`src/sv/tlcj_pkg.sv`:
```
package tlcj_pkg;

	// Fixed field widths
	localparam int unsigned IDX_W   = 5;
	localparam int unsigned ROW_W   = 32;
	localparam int unsigned DATA_W  = 32;
	localparam int unsigned PADDR_W = 3;

	// Register word index (paddr above the byte offset)
	localparam logic [PADDR_W-3:0] REG_TOP_INDEX = '0;

	// Reset value of the top element code
	localparam logic [IDX_W-1:0] TOP_RESET = IDX_W'(1);

	typedef enum logic [1:0] {
		OP_LOAD    = 2'd0,
		OP_CLOSE   = 2'd1,
		OP_SUBTYPE = 2'd2,
		OP_JOIN    = 2'd3
	} opcode_t;

	typedef enum logic [2:0] {
		ST_IDLE,
		ST_SUB,
		ST_JOIN_A,
		ST_JOIN_B,
		ST_JOIN_SCAN,
		ST_ROW_PRE,
		ST_ROW_SCAN,
		ST_EMIT
	} state_t;

endpackage

```
`src/sv/tlcj_if.sv`:
```
interface tlcj_cmd_if;
	logic                          valid;
	logic                          ready;
	logic [1:0]                    opcode;
	logic [tlcj_pkg::IDX_W-1:0]    index_a;
	logic [tlcj_pkg::IDX_W-1:0]    index_b;
	logic [tlcj_pkg::ROW_W-1:0]    row_bits;

	modport source (output valid, opcode, index_a, index_b, row_bits, input ready);
	modport sink   (input valid, opcode, index_a, index_b, row_bits, output ready);
endinterface

interface tlcj_rsp_if;
	logic                          valid;
	logic                          ready;
	logic                          subtype_flag;
	logic [tlcj_pkg::IDX_W-1:0]    join_type;

	modport source (output valid, subtype_flag, join_type, input ready);
	modport sink   (input valid, subtype_flag, join_type, output ready);
endinterface

```
`src/sv/type_lattice_closure_join_core.sv`:
```
// Type lattice closure and join engine. The relation matrix (row r = supertypes of type r)
// lives in one single-port-read, single-port-write synchronous RAM of NUM_TYPES rows, one
// row read per cycle through a registered read port; per-row valid flops make unwritten rows
// read as zero, so there is no clearing pass after reset. One command word is worked at a
// time: a join query reads row a, row b, then rows 1..NUM_TYPES-1; trivial joins and
// out-of-range queries read no row. A close runs sweeps (per row: the row itself, then every
// row j) until a sweep changes nothing, at most NUM_TYPES+2 sweeps. A finished result sits
// in an output register, so the next command word is taken while it waits. top_index is
// written over the APB port at byte address 0.
module type_lattice_closure_join_core #(
	parameter int NUM_TYPES = 32
) (
	input  logic                              clk,
	input  logic                              arst_n,
	tlcj_cmd_if.sink                          cmd,
	tlcj_rsp_if.source                        rsp,
	input  logic                              psel,
	input  logic                              penable,
	input  logic                              pwrite,
	input  logic [tlcj_pkg::PADDR_W-1:0]      paddr,
	input  logic [tlcj_pkg::DATA_W-1:0]       pwdata,
	output logic [tlcj_pkg::DATA_W-1:0]       prdata,
	output logic                              pready
);

	localparam int unsigned AW = (NUM_TYPES > 1) ? $clog2(NUM_TYPES) : 1;
	localparam int unsigned SW = $clog2(NUM_TYPES + 3);
	localparam int unsigned IW = tlcj_pkg::IDX_W;
	localparam logic [IW:0]     NT_L    = (IW+1)'(NUM_TYPES);
	localparam logic [AW-1:0]   LAST    = AW'(NUM_TYPES - 1);
	localparam logic [SW-1:0]   SWP_MAX = SW'(NUM_TYPES + 1);

	tlcj_pkg::state_t state_q, state_d;

	// Row memory and per-row valid flags
	logic [NUM_TYPES-1:0] row_mem [NUM_TYPES];
	logic [NUM_TYPES-1:0] vld_q;

	logic                 rd_en, wr_en;
	logic [AW-1:0]        rd_addr, wr_addr;
	logic [NUM_TYPES-1:0] wr_data;
	logic [NUM_TYPES-1:0] rd_data_s1;
	logic                 rd_vld_s1;
	logic [AW-1:0]        rd_addr_s1;
	logic [NUM_TYPES-1:0] rd_row;

	// Work registers
	logic [IW-1:0]        b_q, cand_q, cand_nx;
	logic [AW-1:0]        idx_q, j_q;
	logic [NUM_TYPES-1:0] pre_q, post_q, post_n;
	logic                 first_q, changed_q, chg_n, more;
	logic [SW-1:0]        sweep_q;
	logic                 res_flag_q;
	logic [IW-1:0]        res_join_q;
	logic [IW-1:0]        top_q;

	// Output register
	logic                 out_valid_q, out_flag_q;
	logic [IW-1:0]        out_join_q;

	logic acc, a_rng, b_rng, join_go, out_free, cand_hit, j_last, row_last;

	// Handshake and range checks
	assign acc      = cmd.valid && cmd.ready;
	assign a_rng    = {1'b0, cmd.index_a} < NT_L;
	assign b_rng    = {1'b0, cmd.index_b} < NT_L;
	assign join_go  = a_rng && b_rng && (cmd.index_a != '0) && (cmd.index_b != '0)
		&& (cmd.index_a != cmd.index_b);
	assign out_free = !out_valid_q || rsp.ready;
	assign j_last   = (j_q == LAST);
	assign row_last = (idx_q == LAST);

	// Read data: unwritten rows are zero, first sweep adds each row's own bit
	assign rd_row = (rd_vld_s1 ? rd_data_s1 : '0)
		| (first_q ? (NUM_TYPES'(1) << rd_addr_s1) : '0);

	// Closure step and sweep bookkeeping
	assign post_n = post_q | (post_q[j_q] ? rd_row : '0);
	assign chg_n  = changed_q | (post_n != pre_q);
	assign more   = chg_n && (sweep_q < SWP_MAX);

	// Join candidate step
	assign cand_hit = ({1'b0, cand_q} < NT_L) && rd_row[cand_q[AW-1:0]];
	assign cand_nx  = (post_q[idx_q] && cand_hit) ? IW'(idx_q) : cand_q;

	// Next state
	always_comb begin
		state_d = state_q;
		unique case (state_q)
			tlcj_pkg::ST_IDLE: begin
				if (acc) begin
					unique case (tlcj_pkg::opcode_t'(cmd.opcode))
						tlcj_pkg::OP_LOAD:    state_d = tlcj_pkg::ST_EMIT;
						tlcj_pkg::OP_CLOSE:   state_d = tlcj_pkg::ST_ROW_PRE;
						tlcj_pkg::OP_SUBTYPE: state_d = (a_rng && b_rng) ?
							tlcj_pkg::ST_SUB : tlcj_pkg::ST_EMIT;
						tlcj_pkg::OP_JOIN:    state_d = join_go ?
							tlcj_pkg::ST_JOIN_A : tlcj_pkg::ST_EMIT;
						default:              state_d = tlcj_pkg::ST_EMIT;
					endcase
				end
			end
			tlcj_pkg::ST_SUB:       state_d = tlcj_pkg::ST_EMIT;
			tlcj_pkg::ST_JOIN_A:    state_d = tlcj_pkg::ST_JOIN_B;
			tlcj_pkg::ST_JOIN_B:    state_d = tlcj_pkg::ST_JOIN_SCAN;
			tlcj_pkg::ST_JOIN_SCAN: begin
				if (row_last) state_d = tlcj_pkg::ST_EMIT;
			end
			tlcj_pkg::ST_ROW_PRE:   state_d = tlcj_pkg::ST_ROW_SCAN;
			tlcj_pkg::ST_ROW_SCAN: begin
				if (j_last) begin
					if (!row_last || more) state_d = tlcj_pkg::ST_ROW_PRE;
					else                   state_d = tlcj_pkg::ST_EMIT;
				end
			end
			tlcj_pkg::ST_EMIT: begin
				if (out_free) state_d = tlcj_pkg::ST_IDLE;
			end
			default: state_d = tlcj_pkg::ST_IDLE;
		endcase
	end

	// Memory port control
	always_comb begin
		rd_en   = 1'b0;
		rd_addr = '0;
		wr_en   = 1'b0;
		wr_addr = idx_q;
		wr_data = post_n;
		unique case (state_q)
			tlcj_pkg::ST_IDLE: begin
				wr_addr = cmd.index_a[AW-1:0];
				wr_data = cmd.row_bits[NUM_TYPES-1:0];
				rd_addr = cmd.index_a[AW-1:0];
				if (acc) begin
					unique case (tlcj_pkg::opcode_t'(cmd.opcode))
						tlcj_pkg::OP_LOAD:    wr_en = a_rng;
						tlcj_pkg::OP_CLOSE: begin
							rd_en   = 1'b1;
							rd_addr = '0;
						end
						tlcj_pkg::OP_SUBTYPE: rd_en = a_rng && b_rng;
						tlcj_pkg::OP_JOIN:    rd_en = join_go;
						default:              rd_en = 1'b0;
					endcase
				end
			end
			tlcj_pkg::ST_JOIN_A: begin
				rd_en   = 1'b1;
				rd_addr = b_q[AW-1:0];
			end
			tlcj_pkg::ST_JOIN_B: begin
				rd_en   = 1'b1;
				rd_addr = AW'(1);
			end
			tlcj_pkg::ST_JOIN_SCAN: begin
				rd_en   = !row_last;
				rd_addr = idx_q + AW'(1);
			end
			tlcj_pkg::ST_ROW_PRE: begin
				rd_en   = 1'b1;
				rd_addr = '0;
			end
			tlcj_pkg::ST_ROW_SCAN: begin
				if (!j_last) begin
					rd_en   = 1'b1;
					rd_addr = j_q + AW'(1);
				end else begin
					wr_en   = 1'b1;
					rd_en   = !row_last || more;
					rd_addr = row_last ? '0 : idx_q + AW'(1);
				end
			end
			default: begin
				rd_en = 1'b0;
			end
		endcase
	end

	// Row memory: one write, one registered read per cycle
	always_ff @(posedge clk) begin
		if (wr_en) row_mem[wr_addr] <= wr_data;
		if (rd_en) begin
			rd_data_s1 <= row_mem[rd_addr];
			rd_addr_s1 <= rd_addr;
		end
	end

	// Valid flags and read-side valid
	always_ff @(posedge clk or negedge arst_n) begin
		if (!arst_n) begin
			vld_q     <= '0;
			rd_vld_s1 <= 1'b0;
		end else begin
			if (rd_en) rd_vld_s1 <= vld_q[rd_addr];
			if (wr_en) vld_q[wr_addr] <= 1'b1;
		end
	end

	// State and close control
	always_ff @(posedge clk or negedge arst_n) begin
		if (!arst_n) begin
			state_q   <= tlcj_pkg::ST_IDLE;
			first_q   <= 1'b0;
			changed_q <= 1'b0;
			sweep_q   <= '0;
		end else begin
			state_q <= state_d;
			if (state_q == tlcj_pkg::ST_IDLE && acc
				&& tlcj_pkg::opcode_t'(cmd.opcode) == tlcj_pkg::OP_CLOSE) begin
				first_q   <= 1'b1;
				changed_q <= 1'b0;
				sweep_q   <= '0;
			end else if (state_q == tlcj_pkg::ST_ROW_SCAN && j_last) begin
				if (row_last) begin
					first_q   <= 1'b0;
					changed_q <= 1'b0;
					sweep_q   <= sweep_q + SW'(1);
				end else begin
					changed_q <= chg_n;
				end
			end
		end
	end

	// Work datapath
	always_ff @(posedge clk) begin
		unique case (state_q)
			tlcj_pkg::ST_IDLE: begin
				if (acc) begin
					b_q        <= cmd.index_b;
					idx_q      <= '0;
					res_flag_q <= 1'b0;
					res_join_q <= '0;
					// Join of a code with itself answers that code
					if (tlcj_pkg::opcode_t'(cmd.opcode) == tlcj_pkg::OP_JOIN && a_rng && b_rng
						&& cmd.index_a == cmd.index_b)
						res_join_q <= cmd.index_a;
				end
			end
			tlcj_pkg::ST_SUB: begin
				res_flag_q <= rd_row[b_q[AW-1:0]];
			end
			tlcj_pkg::ST_JOIN_A: begin
				post_q <= rd_row;
			end
			tlcj_pkg::ST_JOIN_B: begin
				post_q <= post_q & rd_row;
				idx_q  <= AW'(1);
				cand_q <= top_q;
			end
			tlcj_pkg::ST_JOIN_SCAN: begin
				cand_q     <= cand_nx;
				idx_q      <= idx_q + AW'(1);
				res_join_q <= cand_nx;
			end
			tlcj_pkg::ST_ROW_PRE: begin
				pre_q  <= rd_row;
				post_q <= rd_row;
				j_q    <= '0;
			end
			tlcj_pkg::ST_ROW_SCAN: begin
				post_q <= post_n;
				j_q    <= j_q + AW'(1);
				if (j_last) idx_q <= row_last ? '0 : idx_q + AW'(1);
			end
			default: begin
				res_flag_q <= res_flag_q;
			end
		endcase
	end

	// Output register
	always_ff @(posedge clk or negedge arst_n) begin
		if (!arst_n) begin
			out_valid_q <= 1'b0;
		end else if (state_q == tlcj_pkg::ST_EMIT && out_free) begin
			out_valid_q <= 1'b1;
		end else if (rsp.ready) begin
			out_valid_q <= 1'b0;
		end
	end

	always_ff @(posedge clk) begin
		if (state_q == tlcj_pkg::ST_EMIT && out_free) begin
			out_flag_q <= res_flag_q;
			out_join_q <= res_join_q;
		end
	end

	// Configuration register
	always_ff @(posedge clk or negedge arst_n) begin
		if (!arst_n) begin
			top_q <= tlcj_pkg::TOP_RESET;
		end else if (psel && penable && pwrite
			&& paddr[tlcj_pkg::PADDR_W-1:2] == tlcj_pkg::REG_TOP_INDEX) begin
			top_q <= pwdata[IW-1:0];
		end
	end

	assign prdata = (paddr[tlcj_pkg::PADDR_W-1:2] == tlcj_pkg::REG_TOP_INDEX) ?
		tlcj_pkg::DATA_W'(top_q) : '0;
	assign pready = 1'b1;

	assign cmd.ready        = (state_q == tlcj_pkg::ST_IDLE);
	assign rsp.valid        = out_valid_q;
	assign rsp.subtype_flag = out_flag_q;
	assign rsp.join_type    = out_join_q;

endmodule

```
`src/flat_wrapper.sv`:
```
// flat-port wrapper written by rule: the top's interface ports become plain ports
module type_lattice_closure_join_core_flat 
#(
	parameter int NUM_TYPES = 32
)
  (clk, arst_n, psel, penable, pwrite, paddr, pwdata, prdata, pready, cmd_valid, cmd_opcode, cmd_index_a, cmd_index_b, cmd_row_bits, cmd_ready, rsp_valid, rsp_subtype_flag, rsp_join_type, rsp_ready);
  tlcj_cmd_if cmd_i ();
  tlcj_rsp_if rsp_i ();
  input  logic clk;
  input  logic arst_n;
  input  logic psel;
  input  logic penable;
  input  logic pwrite;
  input  logic [tlcj_pkg::PADDR_W-1:0] paddr;
  input  logic [tlcj_pkg::DATA_W-1:0] pwdata;
  output logic [tlcj_pkg::DATA_W-1:0] prdata;
  output logic pready;
  input wire logic [$bits(cmd_i.valid)-1:0] cmd_valid;
  input wire logic [$bits(cmd_i.opcode)-1:0] cmd_opcode;
  input wire logic [$bits(cmd_i.index_a)-1:0] cmd_index_a;
  input wire logic [$bits(cmd_i.index_b)-1:0] cmd_index_b;
  input wire logic [$bits(cmd_i.row_bits)-1:0] cmd_row_bits;
  output wire logic [$bits(cmd_i.ready)-1:0] cmd_ready;
  output wire logic [$bits(rsp_i.valid)-1:0] rsp_valid;
  output wire logic [$bits(rsp_i.subtype_flag)-1:0] rsp_subtype_flag;
  output wire logic [$bits(rsp_i.join_type)-1:0] rsp_join_type;
  input wire logic [$bits(rsp_i.ready)-1:0] rsp_ready;
  assign cmd_i.valid = cmd_valid;
  assign cmd_i.opcode = cmd_opcode;
  assign cmd_i.index_a = cmd_index_a;
  assign cmd_i.index_b = cmd_index_b;
  assign cmd_i.row_bits = cmd_row_bits;
  assign cmd_ready = cmd_i.ready;
  assign rsp_valid = rsp_i.valid;
  assign rsp_subtype_flag = rsp_i.subtype_flag;
  assign rsp_join_type = rsp_i.join_type;
  assign rsp_i.ready = rsp_ready;
  type_lattice_closure_join_core #(.NUM_TYPES(NUM_TYPES)) u_core (.clk(clk), .arst_n(arst_n), .cmd(cmd_i), .rsp(rsp_i), .psel(psel), .penable(penable), .pwrite(pwrite), .paddr(paddr), .pwdata(pwdata), .prdata(prdata), .pready(pready));
endmodule
```
`config.mk`:
```
export PLATFORM = sky130hd
export DESIGN_NAME = type_lattice_closure_join_core_flat
export DESIGN_NICKNAME = d
export VERILOG_FILES = /design/src/sv/tlcj_pkg.sv /design/src/sv/tlcj_if.sv /design/src/sv/type_lattice_closure_join_core.sv /design/src/flat_wrapper.sv
export SDC_FILE = /design/constraint.sdc
export NUM_CORES = 2
export LEC_CHECK = 0
export ABC_AREA = 1
export BUFFER_PORTS_ARGS = -buffer_cell sky130_fd_sc_hd__buf_2
export CORE_ASPECT_RATIO = 1.5
export CORE_MARGIN = 3
export CORE_UTILIZATION = 40
export CTS_CLUSTER_SIZE = 14
export DETAILED_ROUTE_END_ITERATION = 6
export GPL_TIMING_DRIVEN = 0
export PLACE_DENSITY = 0.62
export SLEW_MARGIN = 20
export SYNTH_ARGS = -nofsm -noshare
export SYNTH_HDL_FRONTEND = slang
export SYNTH_SLANG_ARGS = --single-unit
```
`constraint.sdc`:
```
create_clock -name clk -period 7.1 [get_ports clk]
set_clock_uncertainty 0.15 [all_clocks]
set_input_delay 0 -clock clk [delete_from_list [all_inputs] [get_ports clk]]
set_output_delay 0 -clock clk [all_outputs]
set_load 0.01 [all_outputs]
```
# Word level (Yosys, flattened, before mapping)
# Memories as Yosys holds them, arrays and structs flattened. A register that Yosys moved wholly into a read port is not among the register bits.
# Index checks and enable logic that the tools add are counted.
[word_totals]
reg_bits = 151
ramBits = 1024
input_bits = 86
out_inout_bits = 41
elab_cells = 161
memories = 1
[mem_list]
columns = ["name", "words", "width", "read_ports", "rd_ports_with_merged_regs", "wr", "line", "text"]
rows = [
  ["u_core.row_mem", 32, 32, 1, 1, 1, "type_lattice_closure_join_core.sv:36", "logic [NUM_TYPES-1:0] row_mem [NUM_TYPES];"],
]
[op_classes]
add_sub_neg = 3
magnitude_cmp = 8
eq_ne = 19
shift = 1
n_mux = 64
n_bitwise = 6
reduce_logical = 40
[ops]
columns = ["operator", "n"]
rows = [
  ["$mux W32", 4],
  ["$or A32 B32 Y32", 3],
  ["$pmux W32 S3", 1],
  ["$mux W5", 11],
  ["$lt A5 B6 Y1 const B", 6],
  ["$and A32 B32 Y32", 1],
  ["$ne A32 B32 Y1", 1],
  ["$shl A1 B5 Y32 const A", 1],
  ["$pmux W5 S2", 3],
  ["$bmux W1 S5", 5],
  ["$pmux W5 S5", 1],
  ["$pmux W3 S8", 1],
  ["$mux W1", 22],
  ["$pmux W5 S4", 1],
  ["$mux W6", 3],
  ["$mux W3", 5],
  ["$logic_and A1 B1 Y1", 14],
  ["$reduce_bool A2 Y1", 7],
  ["$eq A3 B3 Y1 const B", 4],
  ["$pmux W3 S4", 1],
  ["$add A5 B1 Y5 const B", 2],
  ["$eq A5 B5 Y1 const B", 2],
  ["$reduce_bool A5 Y1", 2],
  ["$reduce_and A2 Y1", 4],
  ["27 further kinds", 36],
]

# Logic depth before layout (Yosys ltp)
[depth]
word_depth = 12
depth_mapped = 26

# Worst setup path before layout
# No wires, ideal clock.
[synth_path]
kind = "reg2reg"
from = "reg u_core.state_q[2]"
to = "reg u_core.rd_addr_s1[0] (enable)"
arrival_ns = 4.540
setup_slack_ns = 2.014
path_stages_with_launch = 11
n_path_buf = 0
period_less_slack_ns = 5.086
path_cell_list = "dfrtp_1 inv_1 nor3_1 inv_1 nand2_1 inv_1 nand2_1 inv_1 nand3_1 a31oi_1 nand2_1"
[synth_between]
elab_chain_len = 4
word_cells_on_any_way = 10
[synth_rtl]
columns = ["item", "line", "text"]
rows = [
  ["start: declaration", "type_lattice_closure_join_core.sv:33", "tlcj_pkg::state_t state_q, state_d;"],
  ["start signal: assignment", "type_lattice_closure_join_core.sv:203", "state_q <= tlcj_pkg::ST_IDLE;"],
  ["start signal: assignment", "type_lattice_closure_join_core.sv:208", "state_q <= state_d;"],
  ["$logic_not A3 Y1", "type_lattice_closure_join_core.sv:130, type_lattice_closure_join_core.sv:305", ""],
  ["$logic_and A1 B1 Y1", "type_lattice_closure_join_core.sv:64", "assign acc = cmd.valid && cmd.ready;"],
  ["$mux W1", "type_lattice_closure_join_core.sv:135", "if (acc) begin"],
  ["$pmux W1 S4 *", "type_lattice_closure_join_core.sv:130", "unique case (state_q)"],
  ["via u_core.rd_en", "type_lattice_closure_join_core.sv:39", "logic rd_en, wr_en;"],
  ["end signal: assignment", "type_lattice_closure_join_core.sv:185", "rd_addr_s1 <= rd_addr;"],
  ["end: declaration", "type_lattice_closure_join_core.sv:44", "logic [AW-1:0] rd_addr_s1;"],
]
# Mark *: on every way through the listed nets, which the timed path passes. The rest lies on a longest branch.
# A chain may end at the register's enable or synchronous reset.

# Worst setup path after layout
[layout_path]
from = "reg u_core.idx_q[2]"
to = "reg u_core.rd_data_s1[31] (read register of u_core.row_mem), data pin"
[layout_between]
elab_chain_len = 5
word_cells_on_any_way = 9
[layout_rtl]
columns = ["item", "line", "text"]
rows = [
  ["start: declaration", "type_lattice_closure_join_core.sv:49", "logic [AW-1:0] idx_q, j_q;"],
  ["start signal: assignment", "type_lattice_closure_join_core.sv:254", "idx_q <= idx_q + AW'(1);"],
  ["start signal: assignment", "type_lattice_closure_join_core.sv:265", "if (j_last) idx_q <= row_last ? '0 : idx_q + AW'(1);"],
  ["branches (longest 5 deep; another with $add A5 B1 Y5)", "-", ""],
  ["end: declaration", "type_lattice_closure_join_core.sv:42", "logic [NUM_TYPES-1:0] rd_data_s1;"],
]
# Several ways; the timed one is not identified.

==> summary.txt <==
Synth
  • Syn. warnings: 0
  • Synth Flop Type: edfxtp_1
  • Top cells by area, synth: edfxtp_1 (69%), o21ai_0 (6.3%), nor2_1 (5.0%), o221ai_1 (3.9%), dfrtp_1 (2.4%)
  • Top-area cell type share of the netlist area: 68.74%
  • Area leader, netlist: edfxtp_1
  • Seq cells post-synth: 1,207
  • Syn Std Cell Area: 50,540 um^2
  • Synth unique cells: 55
  • Register area share after synthesis: 71.22%
  • Mapped Avg Cell Area: 12.24 um^2
  • FFs w/ async S/R, synth: 4.143%
  • EDFF count, synth: 1,157
  • Synthesized instance count: 4,129

Layout
  • Util after Layout: 47.53%
  • Nets@finish: 4,585
  • Filler Cell Count: 10,921
  • Syn-to-layout area delta: 17.87%
  • Layout cell share with drive strength beyond 1: 12.42%
  • Multi-input logic area: 13,160 um^2
  • Sequential Area: 36,000 um^2
  • Non-Filler Instances: 6,184

Route
  • Router iterations before antenna repair: 5
  • Wirelength, routed: 177,700 um
  • DR WL/cell: 28.73 um
  • Vias per inst: 5.951
  • Initial DRC count: 4,507
  • DRC: 0
  • Vias: 36,803
  • Detail Route Antenna Nets: 0

Setup path
  • Crit path launch type: flip-flop
  • CP max-delay cell: clkbuf_1
  • Crit-path cells: clkbuf_1 -> nand2_1 -> nor2_1 -> ha_1 -> nor2_2 -> nand2_1 -> nand2_1 -> a21oi_1 -> buf_2 -> clkbuf_1 -> nand3_1 -> a31oi_1
  • R2R cell count: 12
  • WP buf/inv: 3
  • Most used cell, CP: nand2_1
  • Crit end category: flip-flop
  • CP Data Required Time: 7.47 ns
  • Critical-path maximum fanout: 10
  • Max incr delay on CP: 0.86 ns
  • Worst path depth: 12
  • CP top delay family: buffers and inverters
  • Critical path data arrival time: 5.69 ns
  • Crit Path Category: flip-flop to flip-flop

Timing
  • Slew @ Worst Pin: 1.100 ns
  • Setup TNS: 0 ns
  • Final setup fails: 0
  • Fin. Hold Viols: 0
  • Final min period: 5.319 ns
  • Slew Limit Headroom: 26.69%
  • Max Clock Freq: 0.1880 GHz
  • Final Cycle Share: 74.92%
  • Max Slew Vio Count: 0
  • RSZ-0062 raised after global routing: false

Floorplanning
  • Die Ht: 441.4 um
  • Floorplan row count: 159
  • Io pins: 127
  • Die ar.: 130,700 um^2
  • Core area: 125,300 um^2
  • Die width: 296.2 um
  • Initial core utilization: 40.33%

Clock tree
  • Worst skew pair latency: 0.75 ns
  • Setup bufs post-CTS: 0
  • CTS tree: done
  • CTS Buf Count: 107
  • CTS resizes: 0
  • Cts hold-fix bufs: 83
  • Root Driver: clkbuf_16
  • H-tree Lvls: 3
  • Deepest clock path buffer count: 3
  • CTS Sinks: 1,207
  • Clk slew on worst S/H paths: 0.07 ns

Run status
  • Status: complete, no violations

Placed design
  • IO buf count: 69
  • Placed cell count: 5,906
  • DP HPWL: 126,300 um
  • Gpl congestion: 1.026

Global route
  • Vias in the first global route: 35,195
  • First-pass GRT wire length: 249,200 um
  • Tot GR Track Use: 26.74%
  • Final global-route overflow total: 0
  • Initial antenna violation count: 4
  • Largest net degree at the start of global routing: 50

Flow run
  • Max cap viols: 0

Hold path
  • Hold Path Stages: 3
  • Worst Hold Class: input pin to flip-flop
worst min-delay path, cell delays in order:
cell and delay, ns:
buf_2 0.09, nor2_1 0.44, a31oi_4 0.24
layout make-up:
class / count / area share (%)
Antenna cell: 2 / 0.008401
Buffer: 300 / 2.455
Clock buffer: 146 / 4.911
Clock inverter: 47 / 0.6595
Inverter: 183 / 1.159
Multi-Input combinational cell: 2465 / 22.10
Sequential cell: 1207 / 60.42
Tap cell: 1610 / 3.381
Timing Repair Buffer: 224 / 4.904
cells in the final DEF, fill, tap and decap left out, drive strengths merged, types with 3 or more instances in the layout:
cell type	count
a22o	9
a211oi	5
nand3	182
o22ai	48
conb	28
clkbuf	282
a21o	3
nand3b	5
a21boi	3
o221ai	227
dfrtp	49
edfxtp	1157
ha	11
buf	306
nand4	4
o311ai	4
inv	182
clkinv	40
o21ai	699
nor2	679
o211ai	34
dlygate4sd3	82
nor3	11
clkinvlp	3
bufinv	5
a22oi	4
or2	18
a31oi	50
nand2	308
a21oi	120
o21a	3
through the flow:
stage	hold slack [ns]	cell area, um^2	setup WS (ns)
finish	0.1293	59570	1.781
global route	0.08182	59570	1.762
CTS	0.05213	59570	2.096
detailed placement	-0.06875	55400	2.123
global placement	0.05463	53000	-1.507
floorplan	-0.4456	50640	2.014
final timing paths:
kind                                            from                       to  slack [ns]
worst max register to register       u_core.idx_q[2]    u_core.rd_data_s1[31]        1.78
max in group asynchronous                     arst_n         u_core.vld_q[22]        6.26
min in group asynchronous                     arst_n          u_core.top_q[0]        0.21
worst min-delay path                 cmd_row_bits[4]    u_core.row_mem[23][4]        0.13
worst max-delay path                 u_core.idx_q[2]    u_core.rd_data_s1[31]        1.78
worst min register to register  u_core.res_join_q[0]  u_core.rsp.join_type[0]        0.27
registers in the layout, summed over array words and instances, names as in the netlist, 3 cells and up:
name,flops
u_core.top_q,5
u_core.sweep_q,6
u_core.pre_q,32
u_core.row_mem,1024
u_core.res_join_q,5
u_core.b_q,5
u_core.rsp.join_type,5
u_core.post_q,32
u_core.cand_q,5
u_core.idx_q,5
u_core.j_q,5
u_core.state_q,3
u_core.rd_addr_s1,5
u_core.vld_q,32
u_core.rd_data_s1,32
layer usage:
metal  GRT usage (%)  wire length [um]  up-vias
li1                -                 -    16011
met2           45.12             86530     2084
met5               0                21        -
met1           30.83             61860    18225
met4           19.43             14870        4
met3           4.267             14400      479
cell usage after synthesis (5+ instances only):
cell / number
o221ai_1: 227
nor3_1: 10
o21ai_1: 58
dfrtp_1: 49
nor2_1: 671
edfxtp_1: 1157
buf_1: 12
nand2_1: 305
a22o_1: 9
a21oi_1: 116
or2_2: 18
buf_4: 44
o211ai_1: 33
nand3b_1: 5
inv_1: 169
a31oi_1: 50
buf_2: 105
clkbuf_2: 8
clkbuf_1: 128
nand3_1: 181
ha_1: 11
o21ai_0: 640
inv_2: 8
a211oi_1: 5
o22ai_1: 48
kinds of logic after synthesis:
family          count (synthesis)  synth area share [%]
compound gates               1214                 14.41
flops                        1207                 71.22
buf+inv                       483                 4.246
fa+ha+maj                      11                0.2723
xor+xnor                        4               0.06933
other cells                     2               0.01486
simple gates                 1208                 9.771
Power is left out: the tool's default activity adds up to more than one toggle a clock period on the data nets, which glitch-free logic cannot reach.
